===== src/sv/mqm_pkg.sv =====
// Shared types and codes for the multi-queue mailbox.
package mqm_pkg;

	// Fixed payload widths of the request and response channels.
	localparam int ID_W     = 4;
	localparam int MSG_IO_W = 32;
	localparam int STATUS_W = 3;
	localparam int WAKE_W   = 2;
	localparam int PSTATE_W = 2;

	// Operation codes.
	localparam logic OP_SEND = 1'b0;
	localparam logic OP_RECV = 1'b1;

	typedef enum logic [STATUS_W-1:0] {
		ST_OK    = 3'd0,
		ST_BAD_ID = 3'd1,
		ST_FREE  = 3'd2,
		ST_FULL  = 3'd3,
		ST_EMPTY = 3'd4
	} status_t;

	typedef enum logic [WAKE_W-1:0] {
		WAKE_NONE    = 2'd0,
		WAKE_READY   = 2'd1,
		WAKE_UNSLEEP = 2'd2
	} wake_t;

	typedef enum logic [PSTATE_W-1:0] {
		PS_FREE  = 2'd0,
		PS_WAIT  = 2'd1,
		PS_TIMED = 2'd2,
		PS_OTHER = 2'd3
	} pstate_t;

	typedef enum logic [1:0] {
		S_IDLE,
		S_EXEC,
		S_RDWAIT
	} state_t;

	// Controller to datapath commands.
	typedef struct packed {
		logic capture;
		logic commit;
		logic load_out;
		logic out_from_mem;
	} cmd_t;

	// Datapath to controller status.
	typedef struct packed {
		logic pop_ok;
	} sts_t;

endpackage


===== src/sv/mqm_if.sv =====
// Request and response channel interfaces of the multi-queue mailbox.
interface mqm_req_if;
	logic                         valid;
	logic                         ready;
	logic                         operation;
	logic [mqm_pkg::ID_W-1:0]     queue_id;
	logic [mqm_pkg::MSG_IO_W-1:0] message;
	logic [mqm_pkg::PSTATE_W-1:0] target_state;

	modport source (output valid, operation, queue_id, message, target_state, input ready);
	modport sink (input valid, operation, queue_id, message, target_state, output ready);
endinterface

interface mqm_rsp_if;
	logic                         valid;
	logic                         ready;
	logic [mqm_pkg::STATUS_W-1:0] status;
	logic [mqm_pkg::MSG_IO_W-1:0] message_out;
	logic [mqm_pkg::WAKE_W-1:0]   wake_action;

	modport source (output valid, status, message_out, wake_action, input ready);
	modport sink (input valid, status, message_out, wake_action, output ready);
endinterface


===== src/sv/mqm_ctrl.sv =====
// Controller state machine of the multi-queue mailbox.
module mqm_ctrl (
	input  logic           clk,
	input  logic           arst_n,
	input  logic           req_valid,
	output logic           req_ready,
	output logic           rsp_valid,
	input  logic           rsp_ready,
	input  mqm_pkg::sts_t  sts,
	output mqm_pkg::cmd_t  cmd
);

	mqm_pkg::state_t state_q, state_nxt;
	logic            out_valid_q;
	logic            out_free;

	// The result register can take a new result when empty or being drained.
	assign out_free  = !out_valid_q || rsp_ready;
	assign rsp_valid = out_valid_q;

	// State register.
	always_ff @(posedge clk or negedge arst_n) begin
		if (!arst_n) begin
			state_q <= mqm_pkg::S_IDLE;
		end else begin
			state_q <= state_nxt;
		end
	end

	// Next state and commands.
	always_comb begin
		state_nxt = state_q;
		cmd       = '0;
		req_ready = 1'b0;
		unique case (state_q)
			mqm_pkg::S_IDLE: begin
				req_ready = 1'b1;
				if (req_valid) begin
					cmd.capture = 1'b1;
					state_nxt   = mqm_pkg::S_EXEC;
				end
			end
			mqm_pkg::S_EXEC: begin
				if (out_free) begin
					cmd.commit = 1'b1;
					if (sts.pop_ok) begin
						state_nxt = mqm_pkg::S_RDWAIT;
					end else begin
						cmd.load_out = 1'b1;
						state_nxt    = mqm_pkg::S_IDLE;
					end
				end
			end
			mqm_pkg::S_RDWAIT: begin
				if (out_free) begin
					cmd.load_out     = 1'b1;
					cmd.out_from_mem = 1'b1;
					state_nxt        = mqm_pkg::S_IDLE;
				end
			end
			default: begin
				state_nxt = mqm_pkg::S_IDLE;
			end
		endcase
	end

	// Result valid flag.
	always_ff @(posedge clk or negedge arst_n) begin
		if (!arst_n) begin
			out_valid_q <= 1'b0;
		end else if (cmd.load_out) begin
			out_valid_q <= 1'b1;
		end else if (rsp_ready) begin
			out_valid_q <= 1'b0;
		end
	end

	// A loaded result is presented on the next cycle.
	a_load_shows: assert property (@(posedge clk) disable iff (!arst_n)
		cmd.load_out |=> rsp_valid)
		else $error("loaded result not presented");

	// An accepted request always moves on to execution.
	a_accept_exec: assert property (@(posedge clk) disable iff (!arst_n)
		req_valid && req_ready |=> state_q == mqm_pkg::S_EXEC)
		else $error("accepted request not executed");

	// The read wait is only entered from execution.
	a_rdwait_entry: assert property (@(posedge clk) disable iff (!arst_n)
		state_q == mqm_pkg::S_RDWAIT |->
			$past(state_q) == mqm_pkg::S_EXEC || $past(state_q) == mqm_pkg::S_RDWAIT)
		else $error("read wait entered out of order");

endmodule


===== src/sv/mqm_dp.sv =====
// Datapath of the multi-queue mailbox: request registers, queue pointers,
// message store and result registers.
module mqm_dp #(
	parameter int NUM_QUEUES  = 8,
	parameter int QUEUE_DEPTH = 8,
	parameter int MSG_WIDTH   = 32
) (
	input  logic                         clk,
	input  logic                         arst_n,
	input  mqm_pkg::cmd_t                cmd,
	output mqm_pkg::sts_t                sts,
	input  logic                         operation,
	input  logic [mqm_pkg::ID_W-1:0]     queue_id,
	input  logic [mqm_pkg::MSG_IO_W-1:0] message,
	input  logic [mqm_pkg::PSTATE_W-1:0] target_state,
	output logic [mqm_pkg::STATUS_W-1:0] status,
	output logic [mqm_pkg::MSG_IO_W-1:0] message_out,
	output logic [mqm_pkg::WAKE_W-1:0]   wake_action
);

	localparam int SW        = (MSG_WIDTH < mqm_pkg::MSG_IO_W) ? MSG_WIDTH : mqm_pkg::MSG_IO_W;
	localparam int QW        = (NUM_QUEUES > 1) ? $clog2(NUM_QUEUES) : 1;
	localparam int PW        = $clog2(QUEUE_DEPTH);
	localparam int CW        = $clog2(QUEUE_DEPTH + 1);
	localparam int MEM_DEPTH = NUM_QUEUES * QUEUE_DEPTH;
	localparam int AW        = $clog2(MEM_DEPTH);
	localparam logic [AW-1:0] DEPTH_A = AW'(QUEUE_DEPTH);
	localparam logic [PW-1:0] PTR_LAST = PW'(QUEUE_DEPTH - 1);
	localparam logic [CW-1:0] CNT_FULL = CW'(QUEUE_DEPTH);

	// Request registers.
	logic                         op_q;
	logic [mqm_pkg::ID_W-1:0]     id_q;
	logic [SW-1:0]                msg_q;
	mqm_pkg::pstate_t             pstate_q;

	// Queue state.
	logic [PW-1:0] head_q [NUM_QUEUES];
	logic [PW-1:0] tail_q [NUM_QUEUES];
	logic [CW-1:0] cnt_q  [NUM_QUEUES];

	// Message store and its read data.
	logic [SW-1:0] msg_store_q [MEM_DEPTH];
	logic [SW-1:0] rd_data_q;

	// Result registers.
	mqm_pkg::status_t             status_q;
	logic [mqm_pkg::MSG_IO_W-1:0] msg_out_q;
	mqm_pkg::wake_t               wake_q;

	logic             id_ok;
	logic [QW-1:0]    q;
	logic [PW-1:0]    head, tail, head_nxt, tail_nxt;
	logic [CW-1:0]    cnt;
	logic             push, pop;
	mqm_pkg::status_t st;
	mqm_pkg::wake_t   wake;
	logic [AW-1:0]    wr_addr, rd_addr;
	logic             wr_en, rd_en;

	// Capture the request.
	always_ff @(posedge clk) begin
		if (cmd.capture) begin
			op_q     <= operation;
			id_q     <= queue_id;
			msg_q    <= SW'(message);
			pstate_q <= mqm_pkg::pstate_t'(target_state);
		end
	end

	// Look up the addressed queue.
	assign id_ok = 32'(id_q) < 32'(NUM_QUEUES);
	assign q     = QW'(id_q);
	assign head  = head_q[q];
	assign tail  = tail_q[q];
	assign cnt   = cnt_q[q];
	assign head_nxt = (head == PTR_LAST) ? '0 : head + 1'b1;
	assign tail_nxt = (tail == PTR_LAST) ? '0 : tail + 1'b1;

	// Decide the outcome of the request.
	always_comb begin
		st   = mqm_pkg::ST_OK;
		wake = mqm_pkg::WAKE_NONE;
		push = 1'b0;
		pop  = 1'b0;
		if (!id_ok) begin
			st = mqm_pkg::ST_BAD_ID;
		end else if (op_q == mqm_pkg::OP_SEND) begin
			if (pstate_q == mqm_pkg::PS_FREE) begin
				st = mqm_pkg::ST_FREE;
			end else if (cnt == CNT_FULL) begin
				st = mqm_pkg::ST_FULL;
			end else begin
				push = 1'b1;
				case (pstate_q)
					mqm_pkg::PS_WAIT:  wake = mqm_pkg::WAKE_READY;
					mqm_pkg::PS_TIMED: wake = mqm_pkg::WAKE_UNSLEEP;
					default:           wake = mqm_pkg::WAKE_NONE;
				endcase
			end
		end else begin
			if (cnt == '0) begin
				st = mqm_pkg::ST_EMPTY;
			end else begin
				pop = 1'b1;
			end
		end
	end

	assign sts.pop_ok = pop;

	// Pointer and occupancy update.
	always_ff @(posedge clk or negedge arst_n) begin
		if (!arst_n) begin
			for (int i = 0; i < NUM_QUEUES; i++) begin
				head_q[i] <= '0;
				tail_q[i] <= '0;
				cnt_q[i]  <= '0;
			end
		end else if (cmd.commit) begin
			if (push) begin
				tail_q[q] <= tail_nxt;
				cnt_q[q]  <= cnt + 1'b1;
			end else if (pop) begin
				head_q[q] <= head_nxt;
				cnt_q[q]  <= cnt - 1'b1;
			end
		end
	end

	// Message store: one write or one registered read per request.
	assign wr_en   = cmd.commit && push;
	assign rd_en   = cmd.commit && pop;
	assign wr_addr = AW'(q) * DEPTH_A + AW'(tail);
	assign rd_addr = AW'(q) * DEPTH_A + AW'(head);

	always_ff @(posedge clk) begin
		if (wr_en) begin
			msg_store_q[wr_addr] <= msg_q;
		end
		if (rd_en) begin
			rd_data_q <= msg_store_q[rd_addr];
		end
	end

	// Result registers.
	always_ff @(posedge clk) begin
		if (cmd.load_out) begin
			if (cmd.out_from_mem) begin
				status_q  <= mqm_pkg::ST_OK;
				msg_out_q <= mqm_pkg::MSG_IO_W'(rd_data_q);
				wake_q    <= mqm_pkg::WAKE_NONE;
			end else begin
				status_q  <= st;
				msg_out_q <= '0;
				wake_q    <= wake;
			end
		end
	end

	assign status      = status_q;
	assign message_out = msg_out_q;
	assign wake_action = wake_q;

	// Occupancy never exceeds the queue depth.
	a_cnt_bound: assert property (@(posedge clk) disable iff (!arst_n)
		id_ok |-> cnt <= CNT_FULL)
		else $error("queue occupancy above depth");

	// The store is never written and read in the same cycle.
	a_one_port: assert property (@(posedge clk) disable iff (!arst_n)
		!(wr_en && rd_en))
		else $error("store written and read together");

	// A committed send raises the occupancy of its queue by one.
	a_push_count: assert property (@(posedge clk) disable iff (!arst_n)
		wr_en |=> cnt == $past(cnt) + 1'b1)
		else $error("send did not bump occupancy");

endmodule


===== src/sv/multi_queue_mailbox.sv =====
// Top level of the multi-queue mailbox: controller and datapath.
//
// Channel  Role    Payload
// req      sink    operation, queue_id, message, target_state
// rsp      source  status, message_out, wake_action
//
// One request at a time. After a request is taken, the block passes through
// the execute state, where it updates the queue, and for a successful
// receive also the read-wait state, which holds the registered read of the
// message store; the response is then registered, and the next request can
// be taken while the response still waits to be taken. Reset clears the
// queue pointers and counts at once; the message store needs no clearing. A
// stalled response holds the block before it updates any queue.
module multi_queue_mailbox #(
	parameter int NUM_QUEUES  = 8,
	parameter int QUEUE_DEPTH = 8,
	parameter int MSG_WIDTH   = 32
) (
	input logic       clk,
	input logic       arst_n,
	mqm_req_if.sink   req,
	mqm_rsp_if.source rsp
);

	mqm_pkg::cmd_t cmd;
	mqm_pkg::sts_t sts;

	// Sequencing of each request.
	mqm_ctrl u_ctrl (
		.clk       (clk),
		.arst_n    (arst_n),
		.req_valid (req.valid),
		.req_ready (req.ready),
		.rsp_valid (rsp.valid),
		.rsp_ready (rsp.ready),
		.sts       (sts),
		.cmd       (cmd)
	);

	// Queue state, message store and response registers.
	mqm_dp #(
		.NUM_QUEUES  (NUM_QUEUES),
		.QUEUE_DEPTH (QUEUE_DEPTH),
		.MSG_WIDTH   (MSG_WIDTH)
	) u_dp (
		.clk          (clk),
		.arst_n       (arst_n),
		.cmd          (cmd),
		.sts          (sts),
		.operation    (req.operation),
		.queue_id     (req.queue_id),
		.message      (req.message),
		.target_state (req.target_state),
		.status       (rsp.status),
		.message_out  (rsp.message_out),
		.wake_action  (rsp.wake_action)
	);

endmodule


===== src/flat_wrapper.sv =====
// flat-port wrapper written by rule: the top's interface ports become plain ports
module multi_queue_mailbox_flat 
#(
	parameter int NUM_QUEUES  = 8,
	parameter int QUEUE_DEPTH = 8,
	parameter int MSG_WIDTH   = 32
)
  (clk, arst_n, req_valid, req_operation, req_queue_id, req_message, req_target_state, req_ready, rsp_valid, rsp_status, rsp_message_out, rsp_wake_action, rsp_ready);
  mqm_req_if req_i ();
  mqm_rsp_if rsp_i ();
  input logic clk;
  input logic arst_n;
  input wire logic [$bits(req_i.valid)-1:0] req_valid;
  input wire logic [$bits(req_i.operation)-1:0] req_operation;
  input wire logic [$bits(req_i.queue_id)-1:0] req_queue_id;
  input wire logic [$bits(req_i.message)-1:0] req_message;
  input wire logic [$bits(req_i.target_state)-1:0] req_target_state;
  output wire logic [$bits(req_i.ready)-1:0] req_ready;
  output wire logic [$bits(rsp_i.valid)-1:0] rsp_valid;
  output wire logic [$bits(rsp_i.status)-1:0] rsp_status;
  output wire logic [$bits(rsp_i.message_out)-1:0] rsp_message_out;
  output wire logic [$bits(rsp_i.wake_action)-1:0] rsp_wake_action;
  input wire logic [$bits(rsp_i.ready)-1:0] rsp_ready;
  assign req_i.valid = req_valid;
  assign req_i.operation = req_operation;
  assign req_i.queue_id = req_queue_id;
  assign req_i.message = req_message;
  assign req_i.target_state = req_target_state;
  assign req_ready = req_i.ready;
  assign rsp_valid = rsp_i.valid;
  assign rsp_status = rsp_i.status;
  assign rsp_message_out = rsp_i.message_out;
  assign rsp_wake_action = rsp_i.wake_action;
  assign rsp_i.ready = rsp_ready;
  multi_queue_mailbox #(.NUM_QUEUES(NUM_QUEUES), .QUEUE_DEPTH(QUEUE_DEPTH), .MSG_WIDTH(MSG_WIDTH)) u_core (.clk(clk), .arst_n(arst_n), .req(req_i), .rsp(rsp_i));
endmodule

===== config.mk =====
export PLATFORM = sky130hd
export DESIGN_NAME = multi_queue_mailbox_flat
export DESIGN_NICKNAME = d
export VERILOG_FILES = /design/src/sv/mqm_pkg.sv /design/src/sv/mqm_if.sv /design/src/sv/mqm_ctrl.sv /design/src/sv/mqm_dp.sv /design/src/sv/multi_queue_mailbox.sv /design/src/flat_wrapper.sv
export SDC_FILE = /design/constraint.sdc
export NUM_CORES = 2
export LEC_CHECK = 0
export BUFFER_PORTS_ARGS = -buffer_cell sky130_fd_sc_hd__buf_2
export CAP_MARGIN = 10
export CELL_PAD_IN_SITES_DETAIL_PLACEMENT = 0
export CELL_PAD_IN_SITES_GLOBAL_PLACEMENT = 2
export CORE_MARGIN = 8
export CORE_UTILIZATION = 30
export CTS_CLUSTER_DIAMETER = 200
export DETAILED_ROUTE_END_ITERATION = 6
export PLACE_DENSITY_LB_ADDON = 0.1
export SYNTH_ARGS = -nofsm -noshare
export SYNTH_HDL_FRONTEND = slang
export SYNTH_SLANG_ARGS = --single-unit

===== constraint.sdc =====
create_clock -name clk -period 8.6 [get_ports clk]
set_input_delay 1.29 -clock clk [delete_from_list [all_inputs] [get_ports clk]]
set_output_delay 1.29 -clock clk [all_outputs]
set_load 0.02 [all_outputs]

After elaboration in Yosys (flattened, before gate mapping):

Memory sizes are Yosys's and may differ from the RTL's. A register that Yosys moved wholly into a read port is not among the register bits.
Index checks and enable logic that the tools add are counted.

* RAM bits: 2048
* memories kept: 1
* flip-flop bits (word level): 159
* output and inout port bits: 39
* input port bits: 43

Memory list
* u_core.u_dp.msg_store_q: words 64, width 32, read ports 1, clocked after memory_dff 1, write ports 1, line mqm_dp.sv:43 `logic [SW-1:0] msg_store_q [MEM_DEPTH];`

* reduce and logical (&&, ||, !) cells: 16
* add/subtract/negate cells: 6
* multiplexer cells: 52
* $lt $le $gt $ge: 3
* bitwise gates (word level): 3
* eq/ne operators: 10

Operators with widths (number)
* $bwmux W32: 2
* $mux W32: 2
* $bwmux W24: 2
* $mux W3: 9
* $bmux W3 S3: 2
* $mux W1: 18
* $mux W2: 8
* $add A6 B3 Y6: 2
* $bmux W4 S3: 1
* $demux W4 S3: 1
* $mux W4: 3
* $demux W3 S3: 1
* $add A3 B1 Y3 const B: 2
* $eq A3 B3 Y1 const B: 2
* $ne A2 B2 Y1 const B: 3
* $pmux W2 S3: 1
* $reduce_and A3 Y1: 2
* $reduce_or A5 Y1: 1
* $add A4 B1 Y4 const B: 1
* $eq A2 B1 Y1 const B: 2
* $eq A2 B2 Y1 const B: 2
* $eq A4 B4 Y1 const B: 1
* $ge A4 B4 Y1 const B: 1
* $logic_not A2 Y1: 2
* 14 further kinds: 19

Depth between registers and ports, before layout:

* word-level depth: 14
* mapped depth: 15
* gate-level depth less buffers: 10

By module:

A second synthesis with hierarchy kept.

* cell total of the unflattened synthesis: 5090
* area total of the unflattened synthesis: 86274.0 um2

Modules (own cells, without submodules)
* mqm_dp: times used 1, area each 86036.3 um2, cells each 5067
* mqm_ctrl: times used 1, area each 237.7 um2, cells each 23

Worst setup path after synthesis:

Ideal clock, no wire load.

* path kind: register to register
* start point: register u_core.u_dp.id_q[0] (netlist name)
* end point: memory u_core.u_dp.msg_store_q[32][0] (netlist name) (enable)
* stages on the path, launching flop included: 15
* clock period less this slack: 4.794 ns
* path buffers: 5
* library setup time: 0.421 ns
* required time: 8.179 ns
* arrival time: 4.373 ns
* setup slack: 3.806 ns
* cells stage by stage: edfxtp_1 buf_4 clkbuf_1 nor2b_1 and2_1 clkbuf_1 a22oi_1 and4_1 clkbuf_1 ha_1 a31o_2 nor2_1 nand2_1 clkbuf_1 nor2_1

* longest elaborated chain between the ends: 12

RTL lines
* start: declaration: line mqm_dp.sv:33 `logic [mqm_pkg::ID_W-1:0] id_q;`
* start signal: assignment: line mqm_dp.sv:65 `id_q <= queue_id;`
* $not A3 Y4 (not written as such): line mqm_dp.sv:75, mqm_dp.sv:76
* $bmux W4 S3: line mqm_dp.sv:76 `assign cnt = cnt_q[q];`
* $mux W4 (not written as such) (2 in a row): line mqm_dp.sv:76
* $eq A4 B4 Y1: line mqm_dp.sv:91 `end else if (cnt == CNT_FULL) begin`
* $mux W1: line mqm_dp.sv:91
* $mux W1: line mqm_dp.sv:89 `if (pstate_q == mqm_pkg::PS_FREE) begin`
* $mux W1: line mqm_dp.sv:88 `end else if (op_q == mqm_pkg::OP_SEND) begin`
* $mux W1: line mqm_dp.sv:86 `if (!id_ok) begin`
* $logic_and A1 B1 Y1: line mqm_dp.sv:132 `assign wr_en = cmd.commit && push;`
* $mux W1: line mqm_dp.sv:138 `if (wr_en) begin`
* $mux W1 (not written as such): line mqm_dp.sv:139 `msg_store_q[wr_addr] <= msg_q;`
* end: declaration: line mqm_dp.sv:43

Parallel ways exist; a longest one is shown, timed or not. The select of a mux whose other input is x is not followed.

Worst setup path in the final report:

* start point: register u_core.u_dp.id_q[1] (netlist name)
* end point: memory u_core.u_dp.msg_store_q[16][8] (netlist name) (enable)

The elaborated chain is that of the path after synthesis.

==> key figures <==
Outcome
  • Status: finished, final reports clean

GRT
  • Largest net degree at the start of global routing: about 140
  • Initial antenna violation count: between 50 and 60
  • Gr usage total: 0.1988
  • Vias in the first global route: around 54000
  • First-pass GRT wire length: ~440000 um
  • Gr ovfl total: 0

Power
  • Share of power burned in registers: 0.416
  • Sw power: 0.01073 W
  • Gate power share: 0.244
  • Pwr/cell area: slightly above 300 nW/um2
  • Clock power frac: 0.340
  • Leakage: around 35 nW
  • Peak supply drop: between 200 and 300 uV
  • Power Internal: around 0.021 W
  • Sw frac: 0.3411

Critical path
  • Critical R2R Launch: u_core.u_dp.id_q[1]
  • Worst setup SP type: register
  • Critical Path Start: u_core.u_dp.id_q[1]
  • WP data arrival: between 6 and 7 ns
  • Peak fanout along the critical path: 22
  • CP Capture Type: register
  • Setup CP Type: register to register
  • Req. time, crit path: 9.14 ns

STA
  • Max Slew Vio Count: 0
  • Min cycle time layout: slightly below 6 ns
  • RSZ-0062 raised after global routing: false
  • Final setup vio count: 0
  • Worst Skew: ~0.046 ns
  • Tcrit/Tclk final: 0.6877
  • Setup tns final: 0 ns
  • Setup ws final: ~2.7 ns
  • Worst Max-Slew Pin Slew: between 1 and 1.5 ns
  • FMAX: 169.1 MHz
  • Slew headroom: 0.1386
  • Final hold vios: 0

Clocking
  • CTS Buf Count: between 200 and 300
  • Htree depth: 5
  • CTS Sinks: about 2200
  • CTS tree: done
  • CTS Root Cell: clkbuf_16
  • Cts hold-fix bufs: 0
  • Post-CTS Resized: 0
  • Post-CTS setup buffers: 0
  • Clk Latency, worst-skew pair: 0.88 ns
  • Clock Tree Buf Depth: 4
  • Clock-pin slew on the worst setup and hold paths: approximately 0.060 ns

Place
  • Pre-CTS setup slack: roughly 2.7 ns
  • Placed cell area: 94760 um2
  • Port Buffers: 81
  • Placed Cells: about 10000
  • Post-DP HPWL: about 180000 um
  • GP Congestion: around 0.77

Die
  • I/O pin cnt: 82
  • Core box area: about 290000 um2
  • Chip Width: ~560 um
  • Die span in y: approximately 560 um
  • Starting density of the core: 0.3016
  • Die ar.: approximately 310000 um2
  • Row count: a little under 200

Logic synthesis
  • Syn Std Cell Area: just under 90000 um2
  • Top cell type's share of synthesized area: 0.7301
  • Post-synth top area cell: edfxtp_1
  • Ys async rst share: 0.03707
  • Synth unique cells: 58
  • Syn nets: 6569
  • Synth Area per Inst: between 10 and 15 um2
  • EDFF count, synth: 2156
  • Most common flop cell mapped by yosys: edfxtp_1
  • Synth warn: 0
  • Seq/Total Area, Yosys: 0.7535
  • Synth area leaders: edfxtp_1 73%, nand2_1 7.2%, nand3_1 5.2%
  • Synth Register Bits: about 2200
  • Synth Instances: about 6500

Detailed routing
  • 1st-iter DRT viols: a little under 5000
  • Antenna-violating nets left: 0
  • Post-Route WL: between 300000 and 400000 um
  • Vias: about 55000
  • Wire length per cell: between 20 and 30 um
  • Pre-Repair DR Iteration Count: 5
  • DR DRC count: 0
  • Post-DR vias/cell: approximately 5.0

Final layout
  • Fin area: ~100000 um2
  • Fill count: approximately 29000
  • Area growth, synth to finish: 16.26%
  • Final nets: ~6700
  • Layout cells sized above 1: 0.1215
  • Non-Filler Instances: 10850

Min path
  • HP Class: input pin to async pin

Run
  • Max-cap violations: 0
[through the flow]
| stage | hold WS [ns] | total power [W] | utilization |
|---|---|---|---|
| after floorplan | 0.4502 | 0.01732 | - |
| after global placement | 0.4687 | 0.02115 | 0.3221 |
| after detailed placement | 0.4662 | 0.02115 | 0.3223 |
| after CTS | 0.3835 | 0.03197 | 0.3499 |
| after global routing | 0.4393 | 0.03280 | 0.3504 |
| final | 0.4335 | 0.03147 | 0.3506 |
[worst paths after layout]
check,to,slack [ns],depth (start not counted)
setup / recovery,u_core.u_dp.msg_store_q[16][8],2.69,11
hold / removal,u_core.u_ctrl.rsp_valid,0.43,1
setup reg to reg,u_core.u_dp.msg_store_q[16][8],2.69,11
hold reg to reg,u_core.u_dp.tail_q[18],0.49,2
max in group asynchronous,u_core.u_dp.head_q[10],7.07,2
min in group clk,u_core.u_dp.tail_q[18],0.49,2
[Yosys cell counts, types with 3 or more instances]
library cell and n:
o22ai_1 4, nand4_1 79, mux2i_1 152, a211oi_1 229
edfxtp_1 2156, mux2_2 71, clkbuf_1 347, and2_1 8
nor2b_1 6, a22o_1 5, and2_0 4, a21o_1 3
nand2b_1 6, a311oi_1 114, a32oi_1 5, nor3_1 8
nand2_1 1693, buf_1 39, a2111oi_2 26, nor2_1 99
a311o_1 26, buf_6 11, a21oi_1 43, dfrtp_1 83
nor3b_1 3, o21ai_0 17, a31oi_1 38, or3_1 7
inv_1 126, nand3_1 921, and3_1 62, a221oi_1 3
buf_2 33, mux4_2 3, or4_1 29, ha_1 11
nand3b_1 4, a22oi_1 15
[routing by layer]
metal | vias to the layer above | global-route usage | wire length (um)
li1 | 24560 | - | -
met1 | 28430 | 0.2744 | 144200
met2 | 1363 | 0.3180 | 149200
met3 | 371 | 0.03458 | 17920
met4 | 10 | 0.06573 | 10830
met5 | - | 0 | 71
[power by group through the flow]
stage	clock, W	combinational, W	sequential (W)
after floorplan	0	0.00383	0.0135
after global placement	0	0.00784	0.0133
after detailed placement	0	0.00785	0.0133
after CTS	0.0110	0.00787	0.0131
after global routing	0.0114	0.00826	0.0131
final	0.0107	0.00769	0.0131
[area by class of cell]
| cell class | count | area [um2] | area share |
|---|---|---|---|
| repair buffers | 294 | 2310 | 0.02240 |
| well taps | 3919 | 4903 | 0.04756 |
| inverters | 128 | 488.0 | 0.004733 |
| diodes | 70 | 175.2 | 0.001699 |
| multi-input cells | 3716 | 20280 | 0.1967 |
| clock inverters | 128 | 809.5 | 0.007852 |
| clock buffers | 358 | 7306 | 0.07086 |
| flip-flops and latches | 2239 | 66820 | 0.6481 |
[kinds of logic after synthesis]
kind of cell	synth area share
simple gates	0.1441
flops	0.7535
buf+inv	0.02516
compound gates	0.04806
mux	0.02728
fa+ha+maj	0.001552
xor+xnor	0.0002964
[sequential cells by signal, summed over array words and instances, names as in the netlist, 2 cells and up]
signal	cells
u_core.u_dp.status	3
u_core.u_dp.message_out	32
u_core.u_ctrl.state_q	2
u_core.u_dp.pstate_q	2
u_core.u_dp.head_q	24
u_core.u_dp.msg_q	32
u_core.u_dp.rd_data_q	32
u_core.u_dp.id_q	4
u_core.u_dp.msg_store_q	2048
u_core.u_dp.tail_q	24
u_core.u_dp.cnt_q	32
u_core.u_dp.wake_action	2
[cell usage in the layout (no fill, tap or decap), types with 6 or more instances in the layout]
| cell type | Yosys | routed |
|---|---|---|
| a2111oi_2 | 26 | 21 |
| a211oi_1 | 229 | 229 |
| a21oi_1 | 43 | 42 |
| a22oi_1 | 15 | 15 |
| a311o_1 | 26 | 26 |
| a311oi_1 | 114 | 114 |
| a31oi_1 | 38 | 38 |
| and3_1 | 62 | 62 |
| buf_12 | 0 | 21 |
| buf_2 | 33 | 80 |
| buf_4 | 1 | 191 |
| clkbuf_1 | 347 | 74 |
| clkbuf_16 | 0 | 277 |
| clkbuf_8 | 0 | 7 |
| clkinv_1 | 0 | 67 |
| clkinv_2 | 0 | 39 |
| clkinv_8 | 0 | 7 |
| dfrtp_1 | 83 | 82 |
| diode_2 | 0 | 70 |
| edfxtp_1 | 2156 | 2156 |
| ha_1 | 11 | 11 |
| inv_1 | 126 | 125 |
| inv_6 | 0 | 9 |
| mux2_2 | 71 | 71 |
| mux2i_1 | 152 | 152 |
| nand2_1 | 1693 | 1690 |
| nand3_1 | 921 | 921 |
| nand4_1 | 79 | 79 |
| nor2_1 | 99 | 28 |
| nor2_4 | 0 | 71 |
| nor2b_1 | 6 | 6 |
| nor3_1 | 8 | 7 |
| o21ai_0 | 17 | 17 |
| or3_1 | 7 | 7 |
| or4_1 | 29 | 29 |
[critical path, stage by stage (launching register included)]
cell and delay, ns:
edfxtp_1 0.41, buf_4 0.31, nand2b_1 0.22, nor2_1 0.46, a22oi_1 0.14, and4_1 0.41, ha_1 0.32, a31o_2 0.27
nor2_1 0.65, nand2_1 0.96, nor2_4 0.96, buf_4 0.43
Power figures use the tool's default switching activity.
